[config.mk]
export PLATFORM = sky130hd
export DESIGN_NAME = tilt_average_led_pwm
export DESIGN_NICKNAME = d
export VERILOG_FILES = /design/src/rtl/talp_pkg.sv /design/src/rtl/talp_front.sv /design/src/rtl/talp_queue.sv /design/src/rtl/talp_back.sv /design/src/rtl/tilt_average_led_pwm.sv
export SDC_FILE = /design/constraint.sdc
export NUM_CORES = 2
export LEC_CHECK = 0
export BUFFER_PORTS_ARGS = -buffer_cell sky130_fd_sc_hd__buf_2
export CAP_MARGIN = 20
export CORE_UTILIZATION = 49
export DETAILED_ROUTE_END_ITERATION = 16
export HOLD_SLACK_MARGIN = 0.05
export SETUP_SLACK_MARGIN = 0.15
export SYNTH_ARGS = -nofsm -noshare
export SYNTH_HDL_FRONTEND = slang
export SYNTH_HIERARCHICAL = 1
export SYNTH_SLANG_ARGS = --single-unit
[constraint.sdc]
create_clock -name clk -period 17.3 [get_ports clk]
set_input_delay 2.595 -clock clk [delete_from_list [all_inputs] [get_ports clk]]
set_output_delay 2.595 -clock clk [all_outputs]
set_load 0.05 [all_outputs]
[src/rtl/talp_pkg.sv]
// talp_pkg: shared constants, codes, types and the LED pattern function
// for the tilt_average_led_pwm block. No dependencies.
package talp_pkg;

  localparam int WINDOW_DEF      = 10;
  localparam int SAMPLE_BITS_DEF = 16;
  localparam int QUEUE_DEPTH     = 4;

  localparam int OFS_W      = 10;
  localparam int PWM_W      = 5;
  localparam int LEVEL_W    = 5;
  localparam int LED_W      = 8;
  localparam int CFG_IDX_W  = 1;
  localparam int CFG_DATA_W = 10;

  localparam logic [OFS_W-1:0] OFS_RESET     = 10'h3E0;  // -32
  localparam logic [PWM_W-1:0] PWM_TOP_RESET = 5'd16;

  localparam logic OP_SAMPLE = 1'b0;
  localparam logic OP_TICK   = 1'b1;

  typedef enum logic [CFG_IDX_W-1:0] {
    CFG_TILT_OFFSET = 1'b0,
    CFG_PWM_TOP     = 1'b1
  } cfg_reg_t;

  typedef struct packed {
    logic full;
    logic empty;
  } q_status_t;

  // low 8 bits of (8 >> v) | (8 << (8 - v))
  function automatic logic [LED_W-1:0] pattern_of(input logic [2:0] v);
    logic [15:0] wide;
    wide = (16'd8 >> v) | (16'd8 << (4'd8 - {1'b0, v}));
    return wide[LED_W-1:0];
  endfunction

endpackage

[src/rtl/talp_front.sv]
// talp_front: accepts input items, keeps the sample delay lines and running sums,
// and pushes each item with the current window sums into the queue.
// Depends on talp_pkg.
module talp_front #(
  parameter int WINDOW      = talp_pkg::WINDOW_DEF,
  parameter int SAMPLE_BITS = talp_pkg::SAMPLE_BITS_DEF,
  parameter int SUM_W       = SAMPLE_BITS + $clog2(WINDOW),
  parameter int ENT_W       = 1 + 2 * SUM_W
) (
  input  logic                   clk,
  input  logic                   rst_n,
  input  logic                   in_valid,
  output logic                   in_stall,
  input  logic                   in_op,
  input  logic [SAMPLE_BITS-1:0] in_sample_x,
  input  logic [SAMPLE_BITS-1:0] in_sample_y,
  input  talp_pkg::q_status_t    q_status,
  output logic                   push,
  output logic [ENT_W-1:0]       push_data
);

  localparam int EXT_W = SUM_W - SAMPLE_BITS;

  logic [SAMPLE_BITS-1:0] x_hist_r [WINDOW];
  logic [SAMPLE_BITS-1:0] y_hist_r [WINDOW];
  logic [SUM_W-1:0]       sum_x_r;
  logic [SUM_W-1:0]       sum_y_r;
  logic [SUM_W-1:0]       sum_x_nxt;
  logic [SUM_W-1:0]       sum_y_nxt;
  logic                   accept;
  logic                   is_sample;

  assign in_stall  = q_status.full;
  assign accept    = in_valid && !in_stall;
  assign is_sample = (in_op == talp_pkg::OP_SAMPLE);

  assign sum_x_nxt = sum_x_r
                   + {{EXT_W{in_sample_x[SAMPLE_BITS-1]}}, in_sample_x}
                   - {{EXT_W{x_hist_r[WINDOW-1][SAMPLE_BITS-1]}}, x_hist_r[WINDOW-1]};
  assign sum_y_nxt = sum_y_r
                   + {{EXT_W{in_sample_y[SAMPLE_BITS-1]}}, in_sample_y}
                   - {{EXT_W{y_hist_r[WINDOW-1][SAMPLE_BITS-1]}}, y_hist_r[WINDOW-1]};

  assign push      = accept;
  assign push_data = is_sample ? {in_op, sum_x_nxt, sum_y_nxt}
                               : {in_op, sum_x_r, sum_y_r};

  always_ff @(posedge clk) begin
    if (!rst_n) begin
      for (int i = 0; i < WINDOW; i++) begin
        x_hist_r[i] <= '0;
        y_hist_r[i] <= '0;
      end
      sum_x_r <= '0;
      sum_y_r <= '0;
    end else if (accept && is_sample) begin
      for (int i = 1; i < WINDOW; i++) begin
        x_hist_r[i] <= x_hist_r[i-1];
        y_hist_r[i] <= y_hist_r[i-1];
      end
      x_hist_r[0] <= in_sample_x;
      y_hist_r[0] <= in_sample_y;
      sum_x_r     <= sum_x_nxt;
      sum_y_r     <= sum_y_nxt;
    end
  end

endmodule

[src/rtl/talp_queue.sv]
// talp_queue: short FIFO between the front and back parts.
// Depends on talp_pkg for the status type and the default depth.
module talp_queue #(
  parameter int ENT_W = 8,
  parameter int DEPTH = talp_pkg::QUEUE_DEPTH
) (
  input  logic                clk,
  input  logic                rst_n,
  input  logic                push,
  input  logic [ENT_W-1:0]    push_data,
  input  logic                pop,
  output logic [ENT_W-1:0]    pop_data,
  output talp_pkg::q_status_t status
);

  localparam int PTR_W = $clog2(DEPTH);
  localparam int CNT_W = $clog2(DEPTH + 1);

  logic [ENT_W-1:0] mem_r [DEPTH];
  logic [PTR_W-1:0] wr_ptr_r;
  logic [PTR_W-1:0] rd_ptr_r;
  logic [CNT_W-1:0] count_r;
  logic [PTR_W-1:0] wr_ptr_nxt;
  logic [PTR_W-1:0] rd_ptr_nxt;
  logic [CNT_W-1:0] count_nxt;

  assign pop_data     = mem_r[rd_ptr_r];
  assign status.full  = (count_r == CNT_W'(DEPTH));
  assign status.empty = (count_r == '0);

  assign wr_ptr_nxt = (wr_ptr_r == PTR_W'(DEPTH - 1)) ? '0 : wr_ptr_r + 1'b1;
  assign rd_ptr_nxt = (rd_ptr_r == PTR_W'(DEPTH - 1)) ? '0 : rd_ptr_r + 1'b1;

  always_comb begin
    count_nxt = count_r;
    if (push && !pop) begin
      count_nxt = count_r + 1'b1;
    end else if (pop && !push) begin
      count_nxt = count_r - 1'b1;
    end
  end

  always_ff @(posedge clk) begin
    if (push) begin
      mem_r[wr_ptr_r] <= push_data;
    end
  end

  always_ff @(posedge clk) begin
    if (!rst_n) begin
      wr_ptr_r <= '0;
      rd_ptr_r <= '0;
      count_r  <= '0;
    end else begin
      if (push) begin
        wr_ptr_r <= wr_ptr_nxt;
      end
      if (pop) begin
        rd_ptr_r <= rd_ptr_nxt;
      end
      count_r <= count_nxt;
    end
  end

endmodule

[src/rtl/talp_back.sv]
// talp_back: divides window sums by WINDOW (reciprocal multiply, split in two
// partial products), maps x to LED pattern and level, runs the PWM counter,
// holds the configuration registers and the output register. Depends on talp_pkg.
module talp_back #(
  parameter int WINDOW      = talp_pkg::WINDOW_DEF,
  parameter int SAMPLE_BITS = talp_pkg::SAMPLE_BITS_DEF,
  parameter int SUM_W       = SAMPLE_BITS + $clog2(WINDOW),
  parameter int ENT_W       = 1 + 2 * SUM_W
) (
  input  logic                              clk,
  input  logic                              rst_n,
  input  logic                              cfg_valid,
  input  logic [talp_pkg::CFG_IDX_W-1:0]    cfg_index,
  input  logic [talp_pkg::CFG_DATA_W-1:0]   cfg_data,
  input  talp_pkg::q_status_t               q_status,
  output logic                              pop,
  input  logic [ENT_W-1:0]                  pop_data,
  output logic                              out_valid,
  input  logic                              out_stall,
  output logic                              out_kind,
  output logic [SAMPLE_BITS-1:0]            out_avg_x,
  output logic [SAMPLE_BITS-1:0]            out_avg_y,
  output logic [talp_pkg::LED_W-1:0]        out_led_out
);

  localparam int OFS_W   = talp_pkg::OFS_W;
  localparam int PWM_W   = talp_pkg::PWM_W;
  localparam int LEVEL_W = talp_pkg::LEVEL_W;
  localparam int LED_W   = talp_pkg::LED_W;

  localparam int MAG_W   = SUM_W;
  localparam int SHIFT   = MAG_W + $clog2(WINDOW);
  localparam int M_W     = MAG_W + 1;
  localparam int M_LO_W  = M_W / 2;
  localparam int M_HI_W  = M_W - M_LO_W;
  localparam int PP_LO_W = MAG_W + M_LO_W;
  localparam int PP_HI_W = MAG_W + M_HI_W;
  localparam int PROD_W  = MAG_W + M_W;
  localparam int S_W     = ((SAMPLE_BITS > OFS_W) ? SAMPLE_BITS : OFS_W) + 1;

  localparam logic [63:0]     RECIP64 = ((64'd1 << SHIFT) + 64'(WINDOW) - 64'd1)
                                        / 64'(WINDOW);
  localparam logic [M_W-1:0]    RECIP = RECIP64[M_W-1:0];
  localparam logic [M_LO_W-1:0] M_LO  = RECIP[M_LO_W-1:0];
  localparam logic [M_HI_W-1:0] M_HI  = RECIP[M_W-1:M_LO_W];

  // config
  logic [OFS_W-1:0]   tilt_offset_r;
  logic [PWM_W-1:0]   pwm_top_r;

  // queue head
  logic               q_op;
  logic [SUM_W-1:0]   q_sum_x;
  logic [SUM_W-1:0]   q_sum_y;
  logic [MAG_W-1:0]   mag_x;
  logic [MAG_W-1:0]   mag_y;
  logic               adv;

  // stage A: partial products
  logic               a_vld_r;
  logic               a_op_r;
  logic               a_neg_x_r;
  logic               a_neg_y_r;
  logic [PP_LO_W-1:0] a_pplo_x_r;
  logic [PP_HI_W-1:0] a_pphi_x_r;
  logic [PP_LO_W-1:0] a_pplo_y_r;
  logic [PP_HI_W-1:0] a_pphi_y_r;

  // stage B: averages
  logic [PROD_W-1:0]      prod_x;
  logic [PROD_W-1:0]      prod_y;
  logic [SAMPLE_BITS-1:0] quo_x;
  logic [SAMPLE_BITS-1:0] quo_y;
  logic [SAMPLE_BITS-1:0] avg_x_nxt;
  logic [SAMPLE_BITS-1:0] avg_y_nxt;
  logic                   b_vld_r;
  logic                   b_op_r;
  logic [SAMPLE_BITS-1:0] b_avg_x_r;
  logic [SAMPLE_BITS-1:0] b_avg_y_r;

  // stage C: LED state and output register
  logic [S_W-1:0]         tilt_sum;
  logic [LED_W-1:0]       pattern_r;
  logic [LEVEL_W-1:0]     level_r;
  logic [PWM_W-1:0]       pwm_r;
  logic [LED_W-1:0]       led_nxt;
  logic [PWM_W-1:0]       pwm_nxt;
  logic                   out_valid_r;
  logic                   out_kind_r;
  logic [SAMPLE_BITS-1:0] out_avg_x_r;
  logic [SAMPLE_BITS-1:0] out_avg_y_r;
  logic [LED_W-1:0]       out_led_r;

  assign q_op    = pop_data[ENT_W-1];
  assign q_sum_x = pop_data[2*SUM_W-1:SUM_W];
  assign q_sum_y = pop_data[SUM_W-1:0];
  assign mag_x   = q_sum_x[SUM_W-1] ? (~q_sum_x + 1'b1) : q_sum_x;
  assign mag_y   = q_sum_y[SUM_W-1] ? (~q_sum_y + 1'b1) : q_sum_y;

  assign adv = !out_valid_r || !out_stall;
  assign pop = adv && !q_status.empty;

  assign prod_x    = (PROD_W'(a_pphi_x_r) << M_LO_W) + PROD_W'(a_pplo_x_r);
  assign prod_y    = (PROD_W'(a_pphi_y_r) << M_LO_W) + PROD_W'(a_pplo_y_r);
  assign quo_x     = prod_x[SHIFT +: SAMPLE_BITS];
  assign quo_y     = prod_y[SHIFT +: SAMPLE_BITS];
  assign avg_x_nxt = a_neg_x_r ? (~quo_x + 1'b1) : quo_x;
  assign avg_y_nxt = a_neg_y_r ? (~quo_y + 1'b1) : quo_y;

  assign tilt_sum = {{(S_W - SAMPLE_BITS){b_avg_x_r[SAMPLE_BITS-1]}}, b_avg_x_r}
                  + {{(S_W - OFS_W){tilt_offset_r[OFS_W-1]}}, tilt_offset_r};

  assign led_nxt = (pwm_r < level_r) ? (pattern_r >> 1) : pattern_r;
  assign pwm_nxt = (pwm_r > pwm_top_r) ? '0 : pwm_r + 1'b1;

  always_ff @(posedge clk) begin
    if (!rst_n) begin
      tilt_offset_r <= talp_pkg::OFS_RESET;
      pwm_top_r     <= talp_pkg::PWM_TOP_RESET;
    end else if (cfg_valid) begin
      case (talp_pkg::cfg_reg_t'(cfg_index))
        talp_pkg::CFG_TILT_OFFSET: tilt_offset_r <= cfg_data[OFS_W-1:0];
        talp_pkg::CFG_PWM_TOP:     pwm_top_r     <= cfg_data[PWM_W-1:0];
        default: ;
      endcase
    end
  end

  always_ff @(posedge clk) begin
    if (adv) begin
      a_op_r     <= q_op;
      a_neg_x_r  <= q_sum_x[SUM_W-1];
      a_neg_y_r  <= q_sum_y[SUM_W-1];
      a_pplo_x_r <= PP_LO_W'(mag_x) * PP_LO_W'(M_LO);
      a_pphi_x_r <= PP_HI_W'(mag_x) * PP_HI_W'(M_HI);
      a_pplo_y_r <= PP_LO_W'(mag_y) * PP_LO_W'(M_LO);
      a_pphi_y_r <= PP_HI_W'(mag_y) * PP_HI_W'(M_HI);
      b_op_r     <= a_op_r;
      b_avg_x_r  <= avg_x_nxt;
      b_avg_y_r  <= avg_y_nxt;
      if (b_vld_r) begin
        out_kind_r  <= b_op_r;
        out_avg_x_r <= b_avg_x_r;
        out_avg_y_r <= b_avg_y_r;
        out_led_r   <= (b_op_r == talp_pkg::OP_TICK) ? led_nxt : '0;
      end
    end
  end

  always_ff @(posedge clk) begin
    if (!rst_n) begin
      a_vld_r     <= 1'b0;
      b_vld_r     <= 1'b0;
      out_valid_r <= 1'b0;
      pattern_r   <= '0;
      level_r     <= '0;
      pwm_r       <= '0;
    end else if (adv) begin
      a_vld_r     <= !q_status.empty;
      b_vld_r     <= a_vld_r;
      out_valid_r <= b_vld_r;
      if (b_vld_r) begin
        if (b_op_r == talp_pkg::OP_TICK) begin
          pwm_r <= pwm_nxt;
        end else begin
          pattern_r <= talp_pkg::pattern_of(tilt_sum[8:6]);
          level_r   <= tilt_sum[5:1];
        end
      end
    end
  end

  assign out_valid   = out_valid_r;
  assign out_kind    = out_kind_r;
  assign out_avg_x   = out_avg_x_r;
  assign out_avg_y   = out_avg_y_r;
  assign out_led_out = out_led_r;

endmodule

[src/rtl/tilt_average_led_pwm.sv]
// tilt_average_led_pwm: top level; front part, queue and back part.
// Depends on talp_pkg, talp_front, talp_queue and talp_back.
//
// Takes one item per clock while in_stall is low: a sample (op 0) updates the
// WINDOW-deep x/y running sums, a tick (op 1) emits the LED pattern, dimmed by
// shifting right while the PWM counter is below the level. Every item gives
// exactly one result, through the queue, stages A and B and the output register;
// averages are the window sums divided by WINDOW and truncated toward zero,
// done with a reciprocal multiply split over two partial products. A four-entry
// queue sits between the front and the back, so in_stall rises only after
// out_stall has held the result pipeline long enough to fill it. Configuration
// writes are always ready and should be made while no item is in flight.
module tilt_average_led_pwm #(
  parameter int WINDOW      = talp_pkg::WINDOW_DEF,
  parameter int SAMPLE_BITS = talp_pkg::SAMPLE_BITS_DEF
) (
  input  logic                            clk,
  input  logic                            rst_n,
  input  logic                            in_valid,
  output logic                            in_stall,
  input  logic                            in_op,
  input  logic [SAMPLE_BITS-1:0]          in_sample_x,
  input  logic [SAMPLE_BITS-1:0]          in_sample_y,
  output logic                            out_valid,
  input  logic                            out_stall,
  output logic                            out_kind,
  output logic [SAMPLE_BITS-1:0]          out_avg_x,
  output logic [SAMPLE_BITS-1:0]          out_avg_y,
  output logic [talp_pkg::LED_W-1:0]      out_led_out,
  input  logic                            cfg_valid,
  output logic                            cfg_ready,
  input  logic [talp_pkg::CFG_IDX_W-1:0]  cfg_index,
  input  logic [talp_pkg::CFG_DATA_W-1:0] cfg_data
);

  localparam int SUM_W = SAMPLE_BITS + $clog2(WINDOW);
  localparam int ENT_W = 1 + 2 * SUM_W;

  talp_pkg::q_status_t q_status;
  logic                push;
  logic [ENT_W-1:0]    push_data;
  logic                pop;
  logic [ENT_W-1:0]    pop_data;

  assign cfg_ready = 1'b1;

  talp_front #(
    .WINDOW      (WINDOW),
    .SAMPLE_BITS (SAMPLE_BITS),
    .SUM_W       (SUM_W),
    .ENT_W       (ENT_W)
  ) u_front (
    .clk         (clk),
    .rst_n       (rst_n),
    .in_valid    (in_valid),
    .in_stall    (in_stall),
    .in_op       (in_op),
    .in_sample_x (in_sample_x),
    .in_sample_y (in_sample_y),
    .q_status    (q_status),
    .push        (push),
    .push_data   (push_data)
  );

  talp_queue #(
    .ENT_W (ENT_W),
    .DEPTH (talp_pkg::QUEUE_DEPTH)
  ) u_queue (
    .clk       (clk),
    .rst_n     (rst_n),
    .push      (push),
    .push_data (push_data),
    .pop       (pop),
    .pop_data  (pop_data),
    .status    (q_status)
  );

  talp_back #(
    .WINDOW      (WINDOW),
    .SAMPLE_BITS (SAMPLE_BITS),
    .SUM_W       (SUM_W),
    .ENT_W       (ENT_W)
  ) u_back (
    .clk         (clk),
    .rst_n       (rst_n),
    .cfg_valid   (cfg_valid),
    .cfg_index   (cfg_index),
    .cfg_data    (cfg_data),
    .q_status    (q_status),
    .pop         (pop),
    .pop_data    (pop_data),
    .out_valid   (out_valid),
    .out_stall   (out_stall),
    .out_kind    (out_kind),
    .out_avg_x   (out_avg_x),
    .out_avg_y   (out_avg_y),
    .out_led_out (out_led_out)
  );

endmodule
==> flow_summary_export.csv <==
group,metric,value,unit
run_status,status,"complete, no violations",
logic_synthesis,netlist_instances,3858,
global_routing,grt_max_degree,169,
cts,cts.repair.resized,0,
timing,finalClockSkew,33.1,ps
timing,setup_viol,0,
floorplan,core_area,90400,µm²
timing,rsz0062_at_grt,"false",
timing,finalWorstSetupSlack,8590,ps
detailed_routing,firstDrtPassIters,5,
floorplan,die_w,305,µm
cts,cts_tree,"built",
cts,clockBufferDepth,3,
detailed_routing,antenna_left,0,
timing,period_share,0.503,
min_path,hp-start,"u_back/a_op_r$_DFFE_PN_",
floorplan,std_cell_rows,110,
setup_path,cp.arrival,9120,ps
setup_path,path_max_fanout,41,
cts,cts_sinks,739,
timing,maxSlewViolCount,0,
global_routing,grtUsageMet2,0.292,
setup_path,end_kind,"register",
detailed_routing,first_iter_violations,1643,
placement,io_buffers,90,
floorplan,io_pins,93,
logic_synthesis,netlist-cell-type-count,96,
setup_path,ff2ff_setup_slack,8590,ps
cts,postCtsSetupBuffers,0,
finish,final_cell_mix,"655 x edfxtp_1, 619 x inv_1, 354 x ha_1",
global_routing,grt_first_pass_wirelength,134,mm
detailed_routing,vias,26856,
cts,clockRootBuffer,"clkbuf_16",
setup_path,cp-start-kind,"register",
logic_synthesis,synth_edf_count,655,
finish,nets,4550,
floorplan,die_h,305,µm
setup_path,critPathRequiredTime,17710,ps
placement,dpl.hpwl,58.8,mm
min_path,hold_class,"register to register",
timing,max_freq,115,MHz
setup_path,cp_num_buf_inv,5,
logic_synthesis,yosysSeqAreaShare,0.475,
detailed_routing,wl_per_cell,15.8,µm
global_routing,antenna_found_initial,0,
logic_synthesis,netlist.area_leader.share,0.438,
finish,layout_commonest_cell,"edfxtp_1",
global_routing,grtUsageMet3,0.0266,
timing,setup_tns,0,ps
placement,pre_cts_ws,8410,ps
finish,layout-drive-gt1-share,0.0809,
setup_path,max_stage_delay,660,ps
setup_path,r2r-end,"u_back/a_pphi_y_r[29]$_DFFE_PN_",
logic_synthesis,syn_area,44900,µm²
logic_synthesis,synth.top_cells.by_area,"edfxtp_1 44%, fa_1 9.9%, ha_1 9.9%",
detailed_routing,drc,0,
cts,clock_latency,660,ps
global_routing,top_usage_layer,"met2",
logic_synthesis,ys_warn_count,6,
global_routing,grt_usage,0.178,
floorplan,start_util,0.497,
timing,hold_viol,0,
finish,area_delta_synth_final,9.47,%
global_routing,grt_pass1_vias,26484,
timing,worst_pin_slew,1090,ps
min_path,min_to,"u_back/b_op_r$_DFFE_PN_",
timing,slew_headroom,0.274,
logic_synthesis,async_flop_share,0,
job,drv_cap,0,
placement,place_congestion,0.852,
cts,path_clk_slew,60,ps
floorplan,die_area,92900,µm²
detailed_routing,vias_per_cell,5.19,
setup_path,cp_top_family,"adder cells",
cts,h-tree-depth,3,
logic_synthesis,syn-num-nets,4483,
min_path,hold_path_depth,0,
logic_synthesis,yosysTopAreaCell,"edfxtp_1",
logic_synthesis,avgSynthCellArea,11.6,µm²
global_routing,grtUsageMet1,0.245,
setup_path,worst_r2r_path_depth,27,
global_routing,grt_overflow,0,
timing,period_minus_slack,8710,ps
setup_path,crit_slowest_cell,"mux4_2",
cts,ctsHoldBuffers,0,
logic_synthesis,ys.flop_type,"edfxtp_1",
detailed_routing,drt_wl_total,81.9,mm
logic_synthesis,synth_seq_cells,739,
cts,cts_made_buffers,82,
setup_path,path_class,"register to register",
synth_stat cells, types with 9 or more instances:
master / instances
a211oi_1: 21
a21boi_0: 21
a21o_1: 51
a21oi_1: 144
a31oi_1: 23
and2_1: 31
and3_1: 304
clkbuf_1: 109
dfxtp_1: 84
edfxtp_1: 655
fa_1: 222
ha_1: 354
inv_1: 619
mux2i_1: 15
mux4_2: 40
nand2_1: 196
nand2b_1: 27
nand3_1: 48
nand4_1: 14
nor2_1: 178
nor2b_1: 43
nor3_1: 31
o211ai_1: 11
o21a_1: 28
o21ai_0: 118
o21ai_1: 16
o21bai_1: 14
o22ai_1: 9
o31ai_1: 14
or3_1: 13
xnor2_1: 161
xor2_1: 87
state kept, by name (all words and copies together), names as in the netlist, 8 cells and up, named ones only:
register / cells
u_back/out_avg_y: 16
u_front/x_hist_r: 160
u_back/out_avg_x: 16
u_back/tilt_offset_r: 9
u_back/a_pplo_y_r: 18
u_back/out_led_out: 8
u_back/a_pphi_y_r: 29
u_front/sum_y_r: 20
u_back/b_avg_x_r: 16
u_back/b_avg_y_r: 16
u_queue/mem_r: 164
u_back/a_pphi_x_r: 29
u_back/pattern_r: 8
u_front/y_hist_r: 160
u_back/a_pplo_x_r: 18
u_front/sum_x_r: 20
how the worst max path moves through the flow:
| stage | start | endpoint | slack [ps] | depth (start not counted) |
|---|---|---|---|---|
| 6_report | register | u_back/a_pphi_y_r[29]$_DFFE_PN_ | 8590 | 27 |
| 4_1_cts | register | u_back/a_pphi_y_r[29]$_DFFE_PN_ | 8450 | 27 |
| 3_3_place_gp | register | u_back/a_pphi_y_r[29]$_DFFE_PN_ | 8480 | 27 |
| 5_1_grt | register | u_back/a_pphi_y_r[29]$_DFFE_PN_ | 7900 | 27 |
| 3_5_place_dp | register | u_back/a_pphi_y_r[29]$_DFFE_PN_ | 8410 | 27 |
| 2_1_floorplan | in_valid | u_front/x_hist_r[0][0]$_SDFFCE_PN0P_ | 6240 | 5 |
metal layers:
metal	vias to the layer above	share of wire	wire length, µm
met2	331	0.47	38300
met5	-	0	0
met4	0	0.022	1800
met1	12869	0.48	39400
li1	13532	-	-
met3	124	0.029	2370
cells by family after synthesis:
logic type,Yosys count,share of synthesized area
other,1,0.0000835
adders and majority gates,576,0.197
xor gates and xnor gates,248,0.0483
and+or+nand+nor,930,0.109
AOI/OAI and AO/OA,555,0.0804
muxes,62,0.0256
DFF,739,0.475
buffers and inverters,747,0.0645
final cells by class:
class,count,area (µm²)
Clock inverter,49,487
Multi-Input combinational cell,2372,20700
Fill cell,7807,41200
Clock buffer,104,2210
Tap cell,1176,1470
Sequential cell,739,21400
Antenna cell,1,2.50
Inverter,620,2330
Timing Repair Buffer,110,622
through the flow:
step	cells	area (µm²)	utilization	hold slack (ps)
2_1_floorplan	3858	44900	-	400
3_3_place_gp	5016	46500	0.514	401
3_5_place_dp	5016	46500	0.514	405
4_1_cts	5169	49200	0.544	412
5_1_grt	5170	49200	0.544	421
6_report	5171	49200	0.544	415
Power is left out: the tool's default activity adds up to more than one toggle a clock period on the data nets, which glitch-free logic cannot reach.
